===== src/rtl/core/ktb_pkg.sv =====
// ----------------------------------------------------------------------------
// ktb_pkg
// Types and constants shared by the keyed token bucket limiter modules.
// ----------------------------------------------------------------------------
package ktb_pkg;

  localparam int ACT_W      = 2;
  localparam int KEY_W      = 6;
  localparam int TICK_W     = 32;
  localparam int TOK_W      = 32;
  localparam int RATE_W     = 32;
  localparam int BURST_W    = 16;
  localparam int CNT_W      = 7;
  localparam int CFG_IDX_W  = 2;
  localparam int CFG_DATA_W = 32;
  localparam int PROD_W     = TICK_W + RATE_W;

  localparam logic [RATE_W-1:0]  RATE_RESET  = 32'd1311;
  localparam logic [BURST_W-1:0] BURST_RESET = 16'd40;
  localparam logic [TOK_W-1:0]   ONE_TOKEN   = 32'h0001_0000;
  localparam logic [CNT_W-1:0]   CNT_MAX     = 7'd127;

  typedef enum logic [ACT_W-1:0] {
    ACT_TICK    = 2'd0,
    ACT_ACQUIRE = 2'd1,
    ACT_RESET   = 2'd2,
    ACT_EVICT   = 2'd3
  } ktb_action_t;

  // register indexes of the configuration port; index 3 is unused
  typedef enum logic [CFG_IDX_W-1:0] {
    CFG_RATE       = 2'd0,
    CFG_BURST      = 2'd1,
    CFG_LIMITER_ON = 2'd2
  } ktb_cfg_idx_t;

  typedef enum logic [2:0] {
    ST_CLEAR,
    ST_IDLE,
    ST_ACQ_MUL,
    ST_ACQ_SUM,
    ST_ACQ_UPD,
    ST_EV_RD,
    ST_EV_CHK,
    ST_RESP
  } ktb_state_t;

  typedef struct packed {
    logic             valid;
    logic [TOK_W-1:0] tokens;
    logic [TICK_W-1:0] last_tick;
  } ktb_entry_t;

  typedef struct packed {
    logic accept;
    logic tick_inc;
    logic grant_free;
    logic rd_key;
    logic rd_scan;
    logic wr_inval_key;
    logic clr_wr;
    logic acq_mul;
    logic acq_sum;
    logic acq_upd;
    logic ev_chk;
    logic push;
  } ktb_cmd_t;

  typedef struct packed {
    ktb_action_t act;
    logic        limiter_on;
    logic        key_ok;
    logic        scan_last;
    logic        out_free;
  } ktb_status_t;

endpackage


===== src/rtl/core/ktb_ctrl.sv =====
// ----------------------------------------------------------------------------
// ktb_ctrl
// Sequencer for the limiter: clear pass, acquire steps, evict walk, response.
// ----------------------------------------------------------------------------
module ktb_ctrl import ktb_pkg::*; (
  input  logic        clk,
  input  logic        rst,
  input  logic        in_valid,
  output logic        in_ready,
  input  ktb_status_t status,
  output ktb_cmd_t    cmd
);

  ktb_state_t state;
  ktb_state_t state_next;

  always_ff @(posedge clk) begin
    if (rst) begin
      state <= ST_CLEAR;
    end else begin
      state <= state_next;
    end
  end

  always_comb begin
    state_next = state;
    case (state)
      ST_CLEAR: begin
        if (status.scan_last) begin
          state_next = ST_IDLE;
        end
      end
      ST_IDLE: begin
        if (in_valid) begin
          case (status.act)
            ACT_ACQUIRE: begin
              if (status.limiter_on && status.key_ok) begin
                state_next = ST_ACQ_MUL;
              end else begin
                state_next = ST_RESP;
              end
            end
            ACT_EVICT: state_next = ST_EV_RD;
            default:   state_next = ST_RESP;
          endcase
        end
      end
      ST_ACQ_MUL: state_next = ST_ACQ_SUM;
      ST_ACQ_SUM: state_next = ST_ACQ_UPD;
      ST_ACQ_UPD: state_next = ST_RESP;
      ST_EV_RD:   state_next = ST_EV_CHK;
      ST_EV_CHK: begin
        state_next = status.scan_last ? ST_RESP : ST_EV_RD;
      end
      ST_RESP: begin
        if (status.out_free) begin
          state_next = ST_IDLE;
        end
      end
      default: state_next = ST_CLEAR;
    endcase
  end

  always_comb begin
    cmd      = '0;
    in_ready = 1'b0;
    case (state)
      ST_CLEAR: cmd.clr_wr = 1'b1;
      ST_IDLE: begin
        in_ready = 1'b1;
        if (in_valid) begin
          cmd.accept = 1'b1;
          case (status.act)
            ACT_TICK: cmd.tick_inc = 1'b1;
            ACT_ACQUIRE: begin
              if (!status.limiter_on) begin
                cmd.grant_free = 1'b1;
              end else if (status.key_ok) begin
                cmd.rd_key = 1'b1;
              end
            end
            ACT_RESET: cmd.wr_inval_key = status.key_ok;
            default: ;
          endcase
        end
      end
      ST_ACQ_MUL: cmd.acq_mul = 1'b1;
      ST_ACQ_SUM: cmd.acq_sum = 1'b1;
      ST_ACQ_UPD: cmd.acq_upd = 1'b1;
      ST_EV_RD:   cmd.rd_scan = 1'b1;
      ST_EV_CHK:  cmd.ev_chk  = 1'b1;
      ST_RESP:    cmd.push    = status.out_free;
      default: ;
    endcase
  end

endmodule


===== config.mk =====
export PLATFORM = sky130hd
export DESIGN_NAME = ktb_ctrl
export DESIGN_NICKNAME = d
export VERILOG_FILES = /design/src/rtl/core/ktb_pkg.sv /design/src/rtl/core/ktb_ctrl.sv
export SDC_FILE = /design/constraint.sdc
export NUM_CORES = 1
export LEC_CHECK = 0
export ABC_AREA = 1
export BUFFER_PORTS_ARGS = -buffer_cell sky130_fd_sc_hd__buf_2
export CORE_AREA = 2 2 39 41
export CTS_BUF_LIST = sky130_fd_sc_hd__clkbuf_4 sky130_fd_sc_hd__clkbuf_8 sky130_fd_sc_hd__clkbuf_16
export DETAILED_ROUTE_END_ITERATION = 6
export DIE_AREA = 0 0 41 43
export GPL_ROUTABILITY_DRIVEN = 0
export HOLD_SLACK_MARGIN = 0.12
export MAX_ROUTING_LAYER = met4
export PLACE_DENSITY = 0.61
export REMOVE_ABC_BUFFERS = 1
export SYNTH_ARGS = -nofsm -noshare
export SYNTH_HDL_FRONTEND = slang
export SYNTH_SLANG_ARGS = --single-unit

===== constraint.sdc =====
create_clock -name clk -period 1.5 [get_ports clk]
set_clock_uncertainty 0.05 [all_clocks]
set_input_delay 0 -clock clk [delete_from_list [all_inputs] [get_ports clk]]
set_output_delay 0 -clock clk [all_outputs]
set_load 0.01 [all_outputs]

# Word level (Yosys, flattened, before mapping)
# Index checks and enable logic that the tools add are counted.
[word_totals]
in_bits = 9
out_inout_bits = 13
regBits = 3
[classes]
n_eq_ne = 13
n_reduce_logical = 4
mux = 25
[op_table]
columns = ["operator", "count"]
rows = [
  ["$pmux W3 S8", 1],
  ["$mux W1", 15],
  ["$eq A3 B3 Y1 const B", 4],
  ["$mux W3", 4],
  ["$mux W4", 2],
  ["$eq A3 B2 Y1 const B", 2],
  ["$ne A2 B2 Y1 const B", 3],
  ["$pmux W3 S2", 1],
  ["$eq A2 B2 Y1 const B", 2],
  ["$mux W2", 2],
  ["$eq A3 B1 Y1 const B", 1],
  ["$logic_not A3 Y1", 1],
  ["$reduce_and A3 Y1", 1],
  ["$eq A2 B1 Y1 const B", 1],
  ["$logic_not A2 Y1", 1],
  ["$logic_and A1 B1 Y1", 1],
]

# Depth between registers and ports, before layout
[depth]
depth_word = 5
depth_mapped = 8

# Least setup slack after synthesis
# No wires, ideal clock.
[synth_path]
path_type = "register -> output"
start = "reg state[2]"
end = "out cmd[10] (netlist bit)"
path_stages_with_launch = 6
t_arrival_ns = 1.045
slack_ns = 0.405
cell_sequence = "dfxtp_1 > inv_2 > nand3_2 > inv_1 > nand2_1 > nor3_1"
[synth_rtl]
columns = ["element", "line_no", "text"]
rows = [
  ["start: declaration", "ktb_ctrl.sv:14", "ktb_state_t state;"],
  ["start signal: assignment", "ktb_ctrl.sv:21", "state <= state_next;"],
  ["end: declaration", "ktb_ctrl.sv:11", "output ktb_cmd_t cmd"],
]

==> qor.log <==
[finish] number of filler instances in the final layout 165
[detailed_routing] Initial DRC Count 5
[die] Boundary Pins 22
[finish] fraction of final layout cells with drive strength greater than 1 0.379
[synth] Avg Cell Area, Syn 5.48 um^2
[worst_hold_path] type of the tightest min-delay check input pin to flip-flop
[sta] Max Transition Viols Final 0
[die] die area 0.00176 mm^2
[synth] part of the Yosys area used for sequential elements 0.183
[grt] sum of overflow across all layers after global routing 0
[finish] max reg flops 3
[sta] Least-Margin Pin Slew 0.258 ns
[place] post-placement setup slack 0.282 ns
[detailed_routing] number of vias in the routed layout 454
[run] maxcap violations 0
[worst_setup_path] arrival time of the worst setup path 1.32 ns
[grt] vias in the first global route 389
[place] count of port buffers added during placement 21
[clocking] number of clock buffers inserted by TritonCTS 3
[finish] total inserted antenna cells 0
[worst_setup_path] r2r worst-path depth 7
[sta] post-layout worst setup margin 0.132 ns
[clocking] clock-pin slew on the worst setup and hold paths 0.04 ns
[detailed_routing] drc violations 0
[power_and_ir_drop] peak supply drop 0.000457 V
[synth] library cells used by synthesis 15
[worst_setup_path] critical path fanouts, max 7
[detailed_routing] count of nets left with antenna violations after detail routing 0
[worst_setup_path] register-to-register path setup slack 0.29 ns
[synth] area of the mapped netlist 329 um^2
[detailed_routing] post-DR vias/cell 4.41
[worst_setup_path] beginning of the worst register-to-register path state[2]
[clocking] number of buffers inserted to repair setup after CTS 0
[detailed_routing] count of TritonRoute iterations in the first routing pass 4
[synth] Post-Syn Instances 60
[grt] first-pass GRT wire length 1.38 mm
[grt] Total GRT Usage 0.117
[finish] Nets 97
[finish] Largest regs state x3
[clocking] TritonCTS clock tree built
[grt] initial antenna violation count 0
[finish] register with the highest flop count state
[sta] min Tclk post-route 1.37 ns
[worst_setup_path] Worst Setup Path Type flip-flop to primary output
[place] placed wire-length estimate 731 um
[worst_setup_path] slowest stage cell on the critical path dfxtp_1
[sta] Relative slew margins 0.828
[clocking] clock insertion delay at the later pin of the skew report 0.23 ns
[clocking] CTS Sinks 3
[worst_setup_path] CP Launch Type flip-flop
[sta] summed negative setup slack over all endpoints 0 ns
[finish] Area Growth Syn to Fin 54.0%
[die] core area 0.00138 mm^2
[clocking] count of H-tree levels built during CTS 1
[die] Initial Utilization 0.238
[synth] number of flip-flops and latches in the synthesized netlist 3
[synth] count of yosys warnings during synthesis 0
[power_and_ir_drop] standby leakage power 0.319 nW
[sta] setup violators final 0
[die] Die Wd 41 um
[clocking] cell chosen for the clock root clkbuf_4
[sta] RSZ-0062 raised after global routing no
[clocking] clock buffer depth 2
[die] floorplan row count 14
[worst_setup_path] worst path cell trace inv_2, nand3_2, inv_1, nand2_2, nor4_2, buf_2
[worst_setup_path] timing startpoint of the critical path state[2]
[outcome] run status finished clean
[die] DIE HEIGHT 43 um
[power_and_ir_drop] cell area power density 1150 mW/mm^2
[sta] maximum clock frequency 731 MHz
[worst_setup_path] critical path capture point type primary output
[worst_setup_path] reg-to-reg critical path endpoint state[2]
[sta] Period Utilization, post-route 0.912
[detailed_routing] routed wire length per instance 8.66 um
[worst_setup_path] largest stage delay on the critical path 0.37 ns
[worst_setup_path] Setup crit end cmd[6]
[place] placed cell count 96
[sta] final hold violations 0
[grt] maximum number of pins on one net before global-route repair 10
[finish] Non-Filler Instances 103
[worst_setup_path] endpoint required time on the critical path 1.45 ns
[detailed_routing] DRT Wirelength 892 um
==> worst min-delay path by stage <==
stage / slack [ns] / startpoint / endpoint / cells after the start
after floorplan: -0.02 / status[4] / cmd[6] / 1
after global placement: 0.13 / rst / state[1] / 2
after detailed placement: 0.13 / rst / state[1] / 2
after CTS: 0.13 / in_valid / state[0] / 4
after global routing: 0.17 / in_valid / state[0] / 4
final: 0.14 / in_valid / state[0] / 4
==> synthesized netlist by cell type <==
cell      n  area share
nand2_1  20        0.23
dfxtp_1   3        0.18
nor2_1   10        0.11
nor4_2    1       0.038
a21oi_1   2       0.030
a31oi_1   1       0.019
nor2_2    1       0.019
nand3_2   2       0.061
nand4_1   3       0.057
buf_6     1       0.034
inv_1    11        0.13
nor3_1    2       0.030
nor2_4    1       0.034
inv_2     1       0.011
nand3_1   1       0.015
==> layout by cell type (no fill, tap or decap) <==
cell type,Yosys,final
a21oi_1,2,2
a31oi_1,1,1
buf_2,0,21
clkbuf_4,0,4
dfxtp_1,3,2
dfxtp_2,0,1
dlygate4sd3_1,0,3
inv_1,11,11
inv_2,1,1
nand2_1,20,19
nand2_2,0,1
nand3_1,1,1
nand3_2,2,2
nand4_1,3,3
nor2_1,10,10
nor2_2,1,1
nor2_4,1,1
nor3_1,2,2
nor4_2,1,1
==> metal layers <==
| layer | wire (um) | up-vias | global-route usage |
|---|---|---|---|
| met5 | 0 | - | - |
| met1 | 384 | 190 | 0.122 |
| met3 | 110 | 2 | 0.0471 |
| met2 | 391 | 23 | 0.181 |
| li1 | - | 239 | - |
| met4 | 6 | 0 | 0.0600 |
==> area by class of cell <==
cell class	instances	area, um^2	area share
Multi-Input combinational cell	44	215	0.425
Timing Repair Buffer	24	135	0.267
Sequential cell	3	61.3	0.121
Inverter	12	45.0	0.0889
Clock buffer	4	30.0	0.0593
Tap cell	16	20.0	0.0395
==> stage by stage <==
| stage | util | hold WS (ns) | cell area, um^2 | total power [mW] |
|---|---|---|---|---|
| 2_1_floorplan | - | -0.0162 | 318 | 0.326 |
| 3_3_place_gp | 0.320 | 0.125 | 443 | 0.417 |
| 3_5_place_dp | 0.320 | 0.129 | 443 | 0.417 |
| 4_1_cts | 0.363 | 0.130 | 503 | 0.587 |
| 5_1_grt | 0.366 | 0.166 | 507 | 0.642 |
| 6_report | 0.366 | 0.140 | 507 | 0.581 |
==> timing repair <==
item | in CTS | in global routing
setup endpoints to repair | 0 | 3
resized for setup | 0 | 2
endpoints found under the hold margin | 3 | 0
hold buffers | 3 | 0
==> report_power, final <==
group | switching (mW) | total, mW | internal, mW
clock | 0.0384 | 0.156 | 0.117
sequential | 0.0391 | 0.140 | 0.101
combinational | 0.173 | 0.285 | 0.112
==> worst max-delay path, delay by kind of cell, from the launching register on <==
family / cells / cell delay [ns]
simple gates: 3 / 0.32
buf+inv: 3 / 0.40
flops: 1 / 0.37
==> kinds of logic after synthesis <==
logic type / after synthesis / share of synthesized area
AOI/OAI and AO/OA: 3 / 0.0494
buffers and inverters: 13 / 0.171
DFF: 3 / 0.183
and+or+nand+nor: 41 / 0.597
Note: power is estimated with default switching activity, not from simulation.
